==> src/hdl/spsc_pkg.sv <==
package spsc_pkg;

   // Fixed widths of the result word.
   localparam int COUNT_W = 13;
   localparam int TOTAL_W = 25;
   localparam int ERR_W   = 2;

   // The running total saturates at its all-ones value.
   localparam logic [TOTAL_W-1:0] TOTAL_MAX = '1;

   // Result status codes.
   typedef enum logic [ERR_W-1:0] {
      ERR_OK    = 2'd0,
      ERR_RANGE = 2'd1,
      ERR_LONG  = 2'd2
   } err_type;

   // Controller states.
   typedef enum logic [4:0] {
      ST_IDLE,
      ST_CHECK,
      ST_ROOT,
      ST_FILL_SP,
      ST_SP_TEST,
      ST_SP_CHK,
      ST_SP_STRIKE,
      ST_FILL_SEG,
      ST_SG_TEST,
      ST_SG_CHK,
      ST_DIV,
      ST_OFF,
      ST_SG_STRIKE,
      ST_BCD,
      ST_CNT_TEST,
      ST_CNT_CHK,
      ST_DONE
   } state_type;

   // Commands from the controller to the datapath.
   typedef struct packed {
      logic load;
      logic root_init;
      logic root_step;
      logic k_two;
      logic sp_fill;
      logic sp_init;
      logic map_read;
      logic k_sq;
      logic sp_clear;
      logic sp_next;
      logic k_zero;
      logic seg_fill;
      logic sg_init;
      logic div_init;
      logic div_step;
      logic off_load;
      logic seg_clear;
      logic sg_next;
      logic bcd_init;
      logic bcd_step;
      logic cnt_read;
      logic cnt_step;
      logic finish;
   } cmd_type;

   // Status from the datapath to the controller.
   typedef struct packed {
      logic has_err;
      logic itr_zero;
      logic k_le_lim;
      logic sq_le_lim;
      logic map_bit;
      logic k_lt_len;
      logic p_le_lim;
      logic out_free;
   } stat_type;

endpackage

==> src/hdl/spsc_ctrl.sv <==
module spsc_ctrl (
   input  logic               clock,
   input  logic               reset,
   input  logic               req_valid,
   output logic               req_stall,
   input  spsc_pkg::stat_type stat,
   output spsc_pkg::cmd_type  cmd
);

   spsc_pkg::state_type state_ff, state_in;

   // State register.
   always_ff @(posedge clock) begin
      if (reset) begin
         state_ff <= spsc_pkg::ST_IDLE;
      end else begin
         state_ff <= state_in;
      end
   end

   // A new word is taken only while the sequencer is idle.
   assign req_stall = (state_ff != spsc_pkg::ST_IDLE);

   // Next state.
   always_comb begin
      state_in = state_ff;
      unique case (state_ff)
         spsc_pkg::ST_IDLE: begin
            if (req_valid) state_in = spsc_pkg::ST_CHECK;
         end
         spsc_pkg::ST_CHECK: begin
            state_in = stat.has_err ? spsc_pkg::ST_DONE : spsc_pkg::ST_ROOT;
         end
         spsc_pkg::ST_ROOT: begin
            if (stat.itr_zero) state_in = spsc_pkg::ST_FILL_SP;
         end
         spsc_pkg::ST_FILL_SP: begin
            if (!stat.k_le_lim) state_in = spsc_pkg::ST_SP_TEST;
         end
         spsc_pkg::ST_SP_TEST: begin
            state_in = stat.sq_le_lim ? spsc_pkg::ST_SP_CHK : spsc_pkg::ST_FILL_SEG;
         end
         spsc_pkg::ST_SP_CHK: begin
            state_in = stat.map_bit ? spsc_pkg::ST_SP_STRIKE : spsc_pkg::ST_SP_TEST;
         end
         spsc_pkg::ST_SP_STRIKE: begin
            if (!stat.k_le_lim) state_in = spsc_pkg::ST_SP_TEST;
         end
         spsc_pkg::ST_FILL_SEG: begin
            if (!stat.k_lt_len) state_in = spsc_pkg::ST_SG_TEST;
         end
         spsc_pkg::ST_SG_TEST: begin
            state_in = stat.p_le_lim ? spsc_pkg::ST_SG_CHK : spsc_pkg::ST_BCD;
         end
         spsc_pkg::ST_SG_CHK: begin
            state_in = stat.map_bit ? spsc_pkg::ST_DIV : spsc_pkg::ST_SG_TEST;
         end
         spsc_pkg::ST_DIV: begin
            if (stat.itr_zero) state_in = spsc_pkg::ST_OFF;
         end
         spsc_pkg::ST_OFF: begin
            state_in = spsc_pkg::ST_SG_STRIKE;
         end
         spsc_pkg::ST_SG_STRIKE: begin
            if (!stat.k_lt_len) state_in = spsc_pkg::ST_SG_TEST;
         end
         spsc_pkg::ST_BCD: begin
            if (stat.itr_zero) state_in = spsc_pkg::ST_CNT_TEST;
         end
         spsc_pkg::ST_CNT_TEST: begin
            state_in = stat.k_lt_len ? spsc_pkg::ST_CNT_CHK : spsc_pkg::ST_DONE;
         end
         spsc_pkg::ST_CNT_CHK: begin
            state_in = spsc_pkg::ST_CNT_TEST;
         end
         spsc_pkg::ST_DONE: begin
            if (stat.out_free) state_in = spsc_pkg::ST_IDLE;
         end
         default: state_in = spsc_pkg::ST_IDLE;
      endcase
   end

   // Commands to the datapath.
   always_comb begin
      cmd = '0;
      unique case (state_ff)
         spsc_pkg::ST_IDLE: begin
            cmd.load = req_valid;
         end
         spsc_pkg::ST_CHECK: begin
            cmd.root_init = !stat.has_err;
         end
         spsc_pkg::ST_ROOT: begin
            cmd.root_step = 1'b1;
            cmd.k_two     = stat.itr_zero;
         end
         spsc_pkg::ST_FILL_SP: begin
            cmd.sp_fill = stat.k_le_lim;
            cmd.sp_init = !stat.k_le_lim;
         end
         spsc_pkg::ST_SP_TEST: begin
            cmd.map_read = stat.sq_le_lim;
            cmd.k_zero   = !stat.sq_le_lim;
         end
         spsc_pkg::ST_SP_CHK: begin
            cmd.k_sq    = stat.map_bit;
            cmd.sp_next = !stat.map_bit;
         end
         spsc_pkg::ST_SP_STRIKE: begin
            cmd.sp_clear = stat.k_le_lim;
            cmd.sp_next  = !stat.k_le_lim;
         end
         spsc_pkg::ST_FILL_SEG: begin
            cmd.seg_fill = stat.k_lt_len;
            cmd.sg_init  = !stat.k_lt_len;
         end
         spsc_pkg::ST_SG_TEST: begin
            cmd.map_read = stat.p_le_lim;
            cmd.bcd_init = !stat.p_le_lim;
         end
         spsc_pkg::ST_SG_CHK: begin
            cmd.div_init = stat.map_bit;
            cmd.sg_next  = !stat.map_bit;
         end
         spsc_pkg::ST_DIV: begin
            cmd.div_step = 1'b1;
         end
         spsc_pkg::ST_OFF: begin
            cmd.off_load = 1'b1;
         end
         spsc_pkg::ST_SG_STRIKE: begin
            cmd.seg_clear = stat.k_lt_len;
            cmd.sg_next   = !stat.k_lt_len;
         end
         spsc_pkg::ST_BCD: begin
            cmd.bcd_step = 1'b1;
            cmd.k_zero   = stat.itr_zero;
         end
         spsc_pkg::ST_CNT_TEST: begin
            cmd.cnt_read = stat.k_lt_len;
         end
         spsc_pkg::ST_CNT_CHK: begin
            cmd.cnt_step = 1'b1;
         end
         spsc_pkg::ST_DONE: begin
            cmd.finish = stat.out_free;
         end
         default: cmd = '0;
      endcase
   end

endmodule

==> config.mk <==
export PLATFORM = sky130hd
export DESIGN_NAME = spsc_ctrl
export DESIGN_NICKNAME = d
export VERILOG_FILES = /design/src/hdl/spsc_pkg.sv /design/src/hdl/spsc_ctrl.sv
export SDC_FILE = /design/constraint.sdc
export NUM_CORES = 1
export LEC_CHECK = 0
export BUFFER_PORTS_ARGS = -buffer_cell sky130_fd_sc_hd__buf_2
export CORE_MARGIN = 4
export CORE_UTILIZATION = 40
export CTS_CLUSTER_DIAMETER = 60
export DETAILED_ROUTE_END_ITERATION = 8
export PLACE_DENSITY = 0.74
export SYNTH_ARGS = -nofsm -noshare
export SYNTH_HDL_FRONTEND = slang
export SYNTH_SLANG_ARGS = --single-unit
==> constraint.sdc <==
create_clock -name clock -period 1.6 [get_ports clock]
set_input_delay 0.24 -clock clock [delete_from_list [all_inputs] [get_ports clock]]
set_output_delay 0.24 -clock clock [all_outputs]
set_load 0.03 [all_outputs]
==> results.py, run 1 <==
metrics = {
    "detailed_routing": {
        "wl_um": 3170,
        "vias": 1123,
        "route.detailed.drc": 0,
        "drt.antenna.violating_nets": 0,
        "post_drt_via_cell_ratio": 6.17,
        "first_iter_violations": 48,
        "wl_per_cell_um": 17.4,
        "drt_pass1_iterations": 4,
    },
    "floorplanning": {
        "start_util_pct": 44.6,
        "dieArea_mm2": 0.00252,
        "rows": 14,
        "fp.dieH_um": 50.2,
        "fp.coreArea_mm2": 0.00159,
        "io-pin-count": 35,
        "die_w_um": 50.2,
    },
    "finish": {
        "reg.largest.list": "state_ff x5",
        "nets": 170,
        "stdcell_area_mm2": 0.00144,
        "top_register": "state_ff",
        "insertedDiodeCount": 0,
        "layout-drive-gt1-share_pct": 65.8,
        "layout-area-overhead-vs-synth_pct": 102,
        "largest_register_ffs": 5,
    },
    "critical_path": {
        "timing.rr.start": "state_ff[1]$_SDFFE_PP0P_",
        "required_ps": 1770,
        "cp.arrival_ps": 1970,
        "rr_endpoint": "state_ff[1]$_SDFFE_PP0P_",
        "start_kind": "flip-flop",
        "end_kind": "flip-flop",
        "path_class": "flip-flop to flip-flop",
        "crit_start": "state_ff[1]$_SDFFE_PP0P_",
        "reg2reg_depth": 7,
        "cp-endpoint": "state_ff[1]$_SDFFE_PP0P_",
        "critical_path.max_fanout": 8,
        "r2r_setup_slack_ps": -200,
    },
    "sta": {
        "fin_hold_ws_ps": 236,
        "finalSetupViolCount": 20,
        "layout_setup_ws_ps": -201,
        "finalClockSkew_ps": 5.80,
        "fin_crit_ps": 1800,
        "final-hold-violation-count": 0,
        "worst_pin_slew_ps": 305,
        "max_slew_margin_pct": 79.6,
        "drv_slew": 0,
        "rsz0062_at_grt": "true",
        "clock.fmax_mhz": 555,
        "final.period_utilization_pct": 113,
    },
    "place": {
        "gp_congestion": 0.942,
        "dp_hpwl_um": 2040,
        "portBuffers": 34,
        "placed_area_mm2": 0.00109,
    },
    "hold_path": {
        "hold_path.class": "input port to flip-flop",
        "whs_path_depth": 2,
    },
    "cts": {
        "root_buffer": "clkbuf_4",
        "path_clk_slew_ps": 40,
        "cts_tree": "done",
        "worstSkewPairLatency_ps": 240,
        "cts_sinks": 5,
        "numCtsBuffers": 3,
        "cts_max_level": 1,
        "holdBufCountCts": 0,
        "max-clock-path-buffers": 2,
    },
    "yosys": {
        "yosys.area.top_type": "dfxtp_1",
        "synth_edf_count": 0,
        "synthTopCellsByCount": "nor3_1 (13), nand2_1 (9), nor2_1 (9)",
        "synth_cell_types": 39,
        "syn_avg_cell_area_um2": 6.46,
        "synth_top_area_share_pct": 14.1,
        "synth_nets": 121,
        "ys_warn_count": 0,
        "yosysSeqAreaShare_pct": 14.1,
        "synth_cells": 110,
        "syn_area_um2": 711,
        "yosys_register_bits": 5,
        "synth-main-ff-cell": "dfxtp_1",
        "async_reset_ff_share_pct": 0,
        "yosys-top-cells-area": "dfxtp_1 (14%), nor3_1 (9.2%), a21oi_1 (5.6%)",
        "synth.most_common_cell": "nor3_1",
    },
    "global_route": {
        "grt_overflow": 0,
        "grt_max_degree": 15,
        "antenna_found_initial": 0,
        "grt_util_all_layers_pct": 22.7,
        "first_global_vias": 1020,
        "grt_pass1_wl_um": 4560,
    },
    "status": {
        "status": "finished with violations",
        "violations": "setup timing",
    },
    "power_and_ir_drop": {
        "powerDensity_mw_per_mm2": 938,
        "swShare_pct": 47.3,
        "leakagePower_nw": 0.595,
        "combPwrFrac_pct": 74.6,
        "ir_drop_mv": 1.03,
        "switchingPower_mw": 0.638,
        "power_mw": 1.35,
        "clockPowerShare_pct": 10.7,
        "pwr-share-seq_pct": 14.7,
        "p_int_mw": 0.712,
    },
    "job": {
        "drv_cap": 0,
    },
}
==> final cells by class <==
type,count,area (µm²)
Clock buffer,4,26.3
Fill cell,73,155
Inverter,6,22.5
Multi-Input combinational cell,86,757
Sequential cell,5,116
Tap cell,24,30.0
Timing Repair Buffer,57,487
==> cell usage in the layout (no fill, tap or decap), types with 3 or more instances in the layout <==
cell and instances:
buf_4 22, buf_6 21, buf_2 13, nand2_1 8, nor3_2 6, nor3_4 6
inv_1 5, a21oi_1 5, nor2_2 4, dfxtp_4 4, nand3_1 3, nor4_2 3
nor2_1 3, a21oi_2 3, clkbuf_4 3
==> critical path, cell delays in order (launching register included) <==
cell and delay (ps):
dfxtp_4 370, or3_4 410, buf_6 140, nor3_4 110, buf_4 130, nor4_1 40
or3_1 400, a21oi_2 120
==> repair_timing <==
| action | 4_1_cts | 5_1_grt |
|---|---|---|
| pin swaps | 6 | 9 |
| endpoints found under the setup margin | 28 | 28 |
| hold endpoints to repair | 0 | 0 |
| cloned | 0 | 0 |
| resized for setup | 52 | 35 |
| buffers inserted | 2 | 1 |
==> power groups by stage <==
stage | combinational, mW | sequential, mW | clock (mW)
2_1_floorplan | 0.518 | 0.161 | 0
6_report | 1.01 | 0.199 | 0.145
3_3_place_gp | 0.721 | 0.182 | 0
4_1_cts | 0.852 | 0.190 | 0.148
5_1_grt | 1.07 | 0.204 | 0.170
3_5_place_dp | 0.732 | 0.184 | 0
==> through the flow <==
| stage | setup WS (ps) | std cells | utilization [%] | TNS [ps] |
|---|---|---|---|---|
| after floorplan | -215 | 110 | - | -1540 |
| after global placement | -90.4 | 175 | 68.1 | -262 |
| after detailed placement | -179 | 175 | 68.1 | -569 |
| after CTS | -138 | 181 | 81.3 | -1200 |
| after global routing | -282 | 182 | 90.3 | -3660 |
| final | -201 | 182 | 90.3 | -1800 |
==> metal layers <==
layer  routed length, µm  vias up  global-route usage (%)  part of all wire [%]
met5                   0        -                       0                     0
met4                  87        0                    4.15                   2.7
met3                 269       16                    6.51                   8.5
met2                1560       82                    40.2                    49
met1                1260      516                    27.4                    40
li1                    -      509                       -                     -
==> cells by family after synthesis <==
family / Yosys count / share of synthesized area [%]
flip-flops: 5 / 14.1
buffers and inverters: 19 / 12.7
AND/OR/NAND/NOR: 62 / 50.0
AO/OA/AOI/OAI: 23 / 22.0
XOR/XNOR: 1 / 1.23
==> worst min path at each step <==
stage / from / endpoint / slack, ps
after global routing: reset / state_ff[1]$_SDFFE_PP0P_ / 220
after detailed placement: reset / state_ff[1]$_SDFFE_PP0P_ / 470
final: reset / state_ff[1]$_SDFFE_PP0P_ / 240
after floorplan: reset / state_ff[1]$_SDFFE_PP0P_ / 300
after global placement: reset / state_ff[1]$_SDFFE_PP0P_ / 460
after CTS: reset / state_ff[3]$_SDFFE_PP0P_ / 210
No activity file was read; power rests on OpenSTA's default activity.
==> run 2, diff against run 1 <==
--- a/config.mk
+++ b/config.mk
@@ -11,6 +11,7 @@
 export CTS_CLUSTER_DIAMETER = 60
 export DETAILED_ROUTE_END_ITERATION = 8
 export PLACE_DENSITY = 0.74
+export SETUP_SLACK_MARGIN = 0.02
 export SYNTH_ARGS = -nofsm -noshare
 export SYNTH_HDL_FRONTEND = slang
 export SYNTH_SLANG_ARGS = --single-unit
==> results.py, run 2 <==
metrics = {
    "yosys": {
        "synth_nets": 121,
        "syn_avg_cell_area_um2": 6.46,
        "synth_edf_count": 0,
        "yosys-top-cells-area": "dfxtp_1 (14%), nor3_1 (9.2%), a21oi_1 (5.6%)",
        "yosysSeqAreaShare_pct": 14.1,
        "async_reset_ff_share_pct": 0,
        "synthTopCellsByCount": "nor3_1 (13), nand2_1 (9), nor2_1 (9)",
        "ys_warn_count": 0,
        "synth_top_area_share_pct": 14.1,
        "syn_area_um2": 711,
        "synth_cell_types": 39,
        "yosys.area.top_type": "dfxtp_1",
        "synth-main-ff-cell": "dfxtp_1",
        "synth.most_common_cell": "nor3_1",
        "synth_cells": 110,
        "yosys_register_bits": 5,
    },
    "cts": {
        "root_buffer": "clkbuf_4",
        "max-clock-path-buffers": 2,
        "cts_max_level": 1,
        "cts_sinks": 5,
        "holdBufCountCts": 0,
        "numCtsBuffers": 3,
    },
    "floorplanning": {
        "die_w_um": 50.2,
        "fp.dieH_um": 50.2,
        "io-pin-count": 35,
        "rows": 14,
        "start_util_pct": 44.6,
    },
    "sta": {
        "worst_endpoint_kind": "register data pin",
        "grt-worst-endpoint": "state_ff[0]$_SDFFE_PP0P_/D",
    },
    "place": {
        "gp_congestion": 0.890,
        "dp_hpwl_um": 2130,
        "portBuffers": 34,
        "placed_area_mm2": 0.00112,
    },
    "status": {
        "stop_stage": "5_1_grt",
        "status": "stopped before the end",
        "error_line": "[ERROR DPL-0038] Utilization greater than 100%, impossible to legalize",
    },
    "global_route": {
        "grt_max_degree": 17,
    },
}
-- run 2: cell counts after synthesis --
No cell type changed its count.
-- run 2: cells by family after synthesis --
logic type | after synthesis | synth area share (%)
xor gates and xnor gates | 1 | 1.23
DFF | 5 | 14.1
buffers and inverters | 19 | 12.7
and+or+nand+nor | 62 | 50.0
AOI/OAI and AO/OA | 23 | 22.0
-- run 2: metrics by stage --
stage / hold WS [ps] / worst slack (ps) / TNS [ps] / cells / utilization [%]
2_1_floorplan: 302 / -215 / -1350 / 110 / -
3_5_place_dp: 469 / -187 / -838 / 180 / 70.5
3_3_place_gp: 467 / -149 / -484 / 180 / 70.5
4_1_cts: 215 / -155 / -1240 / 192 / 88.0
-- run 2: timing repair --
action | CTS
setup endpoints to repair | 29
pin swaps | 8
resized for setup | 60
buffers inserted | 8
cloned | 0
==> run 3, diff against run 2 <==
==> config.mk (replaced) <==
export PLATFORM = sky130hd
export DESIGN_NAME = spsc_ctrl
export DESIGN_NICKNAME = d
export VERILOG_FILES = /design/src/hdl/spsc_pkg.sv /design/src/hdl/spsc_ctrl.sv
export SDC_FILE = /design/constraint.sdc
export NUM_CORES = 1
export LEC_CHECK = 0
export BUFFER_PORTS_ARGS = -buffer_cell sky130_fd_sc_hd__buf_2
export CORE_AREA = 4 4 65 67
export DETAILED_ROUTE_END_ITERATION = 8
export DIE_AREA = 0 0 69 71
export PLACE_DENSITY_LB_ADDON = 0.15
export SYNTH_ARGS = -nofsm -noshare
export SYNTH_HDL_FRONTEND = slang
export SYNTH_SLANG_ARGS = --single-unit
==> constraint.sdc (replaced) <==
create_clock -name clock -period 2.1 [get_ports clock]
set_input_delay 0.315 -clock clock [delete_from_list [all_inputs] [get_ports clock]]
set_output_delay 0.315 -clock clock [all_outputs]
set_load 0.03 [all_outputs]
==> results.py, run 3 (same netlist as run 1, synthesis figures left out) <==
metrics = {
    "global_route": {
        "first_global_vias": 910,
        "antenna_found_initial": 0,
        "grt_pass1_wl_um": 4430,
        "grt_util_all_layers_pct": 10.9,
        "grt_overflow": 0,
        "grt_max_degree": 16,
    },
    "detailed_routing": {
        "drt_pass1_iterations": 4,
        "wl_per_cell_um": 14.0,
        "drt.antenna.violating_nets": 0,
        "post_drt_via_cell_ratio": 4.90,
        "wl_um": 2730,
        "route.detailed.drc": 0,
        "first_iter_violations": 27,
        "vias": 955,
    },
    "critical_path": {
        "r2r_setup_slack_ps": 190,
        "rr_endpoint": "state_ff[0]$_SDFFE_PP0P_",
        "timing.rr.start": "state_ff[3]$_SDFFE_PP0P_",
        "crit_chain": "or3b_1, nor3_1, buf_2",
        "required_ps": 1780,
        "critPathMaxStageDelay_ps": 480,
        "cp-endpoint": "cmd[17]",
        "critical_path.max_fanout": 14,
        "reg2reg_depth": 5,
        "crit_start": "state_ff[0]$_SDFFE_PP0P_",
        "end_kind": "primary output",
        "critPathSlowestCell": "or3b_1",
        "path_class": "flip-flop to primary output",
        "start_kind": "flip-flop",
        "cp.arrival_ps": 1670,
    },
    "floorplanning": {
        "fp.coreArea_mm2": 0.00363,
        "fp.dieH_um": 71,
        "io-pin-count": 35,
        "dieArea_mm2": 0.00490,
        "rows": 22,
        "start_util_pct": 19.6,
        "die_w_um": 69,
    },
    "sta": {
        "rsz0062_at_grt": "false",
        "worst_pin_slew_ps": 287,
        "finalClockSkew_ps": 0.948,
        "final.period_utilization_pct": 94.7,
        "layout_setup_ws_ps": 111,
        "drv_slew": 0,
        "fin_hold_ws_ps": 314,
        "finalSetupViolCount": 0,
        "max_slew_margin_pct": 80.6,
        "clock.fmax_mhz": 503,
        "fin_crit_ps": 1990,
        "final-hold-violation-count": 0,
        "fin_tns_setup_ps": 0,
    },
    "place": {
        "portBuffers": 34,
        "dp_hpwl_um": 2230,
        "pre_cts_slack_ps": 166,
        "gp_congestion": 0.787,
    },
    "finish": {
        "top_register": "state_ff",
        "seqCellArea_um2": 103,
        "layout-drive-gt1-share_pct": 37.4,
        "layout-area-overhead-vs-synth_pct": 45.2,
        "insertedDiodeCount": 0,
        "final_cell_mix": "buf_2 (33), nor3_1 (13), buf_4 (12), nor2_1 (9), nand2_1 (9)",
        "reg.largest.list": "state_ff x5",
        "multi_input_area_um2": 539,
        "mostFrequentLayoutCell": "buf_2",
        "fill_cells": 440,
        "largest_register_ffs": 5,
        "nets": 159,
    },
    "cts": {
        "cts_max_level": 1,
        "max-clock-path-buffers": 2,
        "cts_sinks": 5,
        "path_clk_slew_ps": 40,
        "worstSkewPairLatency_ps": 220,
        "cts_tree": "done",
        "root_buffer": "clkbuf_8",
        "numCtsBuffers": 3,
    },
    "power_and_ir_drop": {
        "powerDensity_mw_per_mm2": 767,
        "ir_drop_mv": 0.194,
        "leakagePower_nw": 0.463,
    },
    "status": {
        "status": "completed",
    },
    "job": {
        "drv_cap": 0,
    },
    "hold_path": {
        "hold_path.class": "input port to flip-flop",
    },
}
==> run 3: worst max-delay path: cells and delay by family, from the launching register on <==
family,cells,cell delay (ps)
and+or+nand+nor,2,760
buffers and inverters,1,260
DFF,1,440
==> run 3: report_power, final <==
group / internal [mW] / switching [mW]
Clock: 0.130 / 0.0487
Combinational: 0.184 / 0.276
Sequential: 0.114 / 0.0392
==> run 3: area by class of cell <==
| cell class | instances | share of cell area (%) |
|---|---|---|
| timing repair buffer | 46 | 25.5 |
| multi-input combinational | 86 | 52.2 |
| sequential | 5 | 9.94 |
| clock buffer | 4 | 4.36 |
| tap | 48 | 5.82 |
| inverter | 6 | 2.18 |
==> run 3: metal layers <==
layer  share of wire (%)  track usage (%)  vias up
met1                  45             13.5      430
met5                   0                0        -
met4                 2.8             5.86        0
met2                  47             18.2       35
met3                 5.5             1.70        6
li1                    -                -      484
==> run 3: worst min path at each step <==
stage | endpoint | start | depth (start not counted)
after global routing | state_ff[4]$_SDFFE_PP0P_ | reset | 2
after global placement | state_ff[2]$_SDFFE_PP0P_ | state_ff[2]$_SDFFE_PP0P_ | 2
after detailed placement | state_ff[2]$_SDFFE_PP0P_ | state_ff[2]$_SDFFE_PP0P_ | 2
after CTS | state_ff[0]$_SDFFE_PP0P_ | reset | 2
after floorplan | state_ff[0]$_SDFFE_PP0P_ | reset | 1
final | state_ff[4]$_SDFFE_PP0P_ | reset | 2
==> run 3: timing repair <==
item | CTS | global route
buffers inserted | 0 | 0
gates resized for setup | 1 | 3
setup endpoints to repair | 1 | 1
hold buffers | 0 | 0
==> run 3: metrics by stage <==
stage / instances / area [µm²] / power, mW / util [%]
floorplan: 110 / 723 / 0.479 / -
global placement: 191 / 976 / 0.609 / 26.9
detailed placement: 191 / 976 / 0.605 / 26.9
CTS: 195 / 1020 / 0.790 / 28.1
global route: 195 / 1030 / 0.852 / 28.4
finish: 195 / 1030 / 0.792 / 28.4
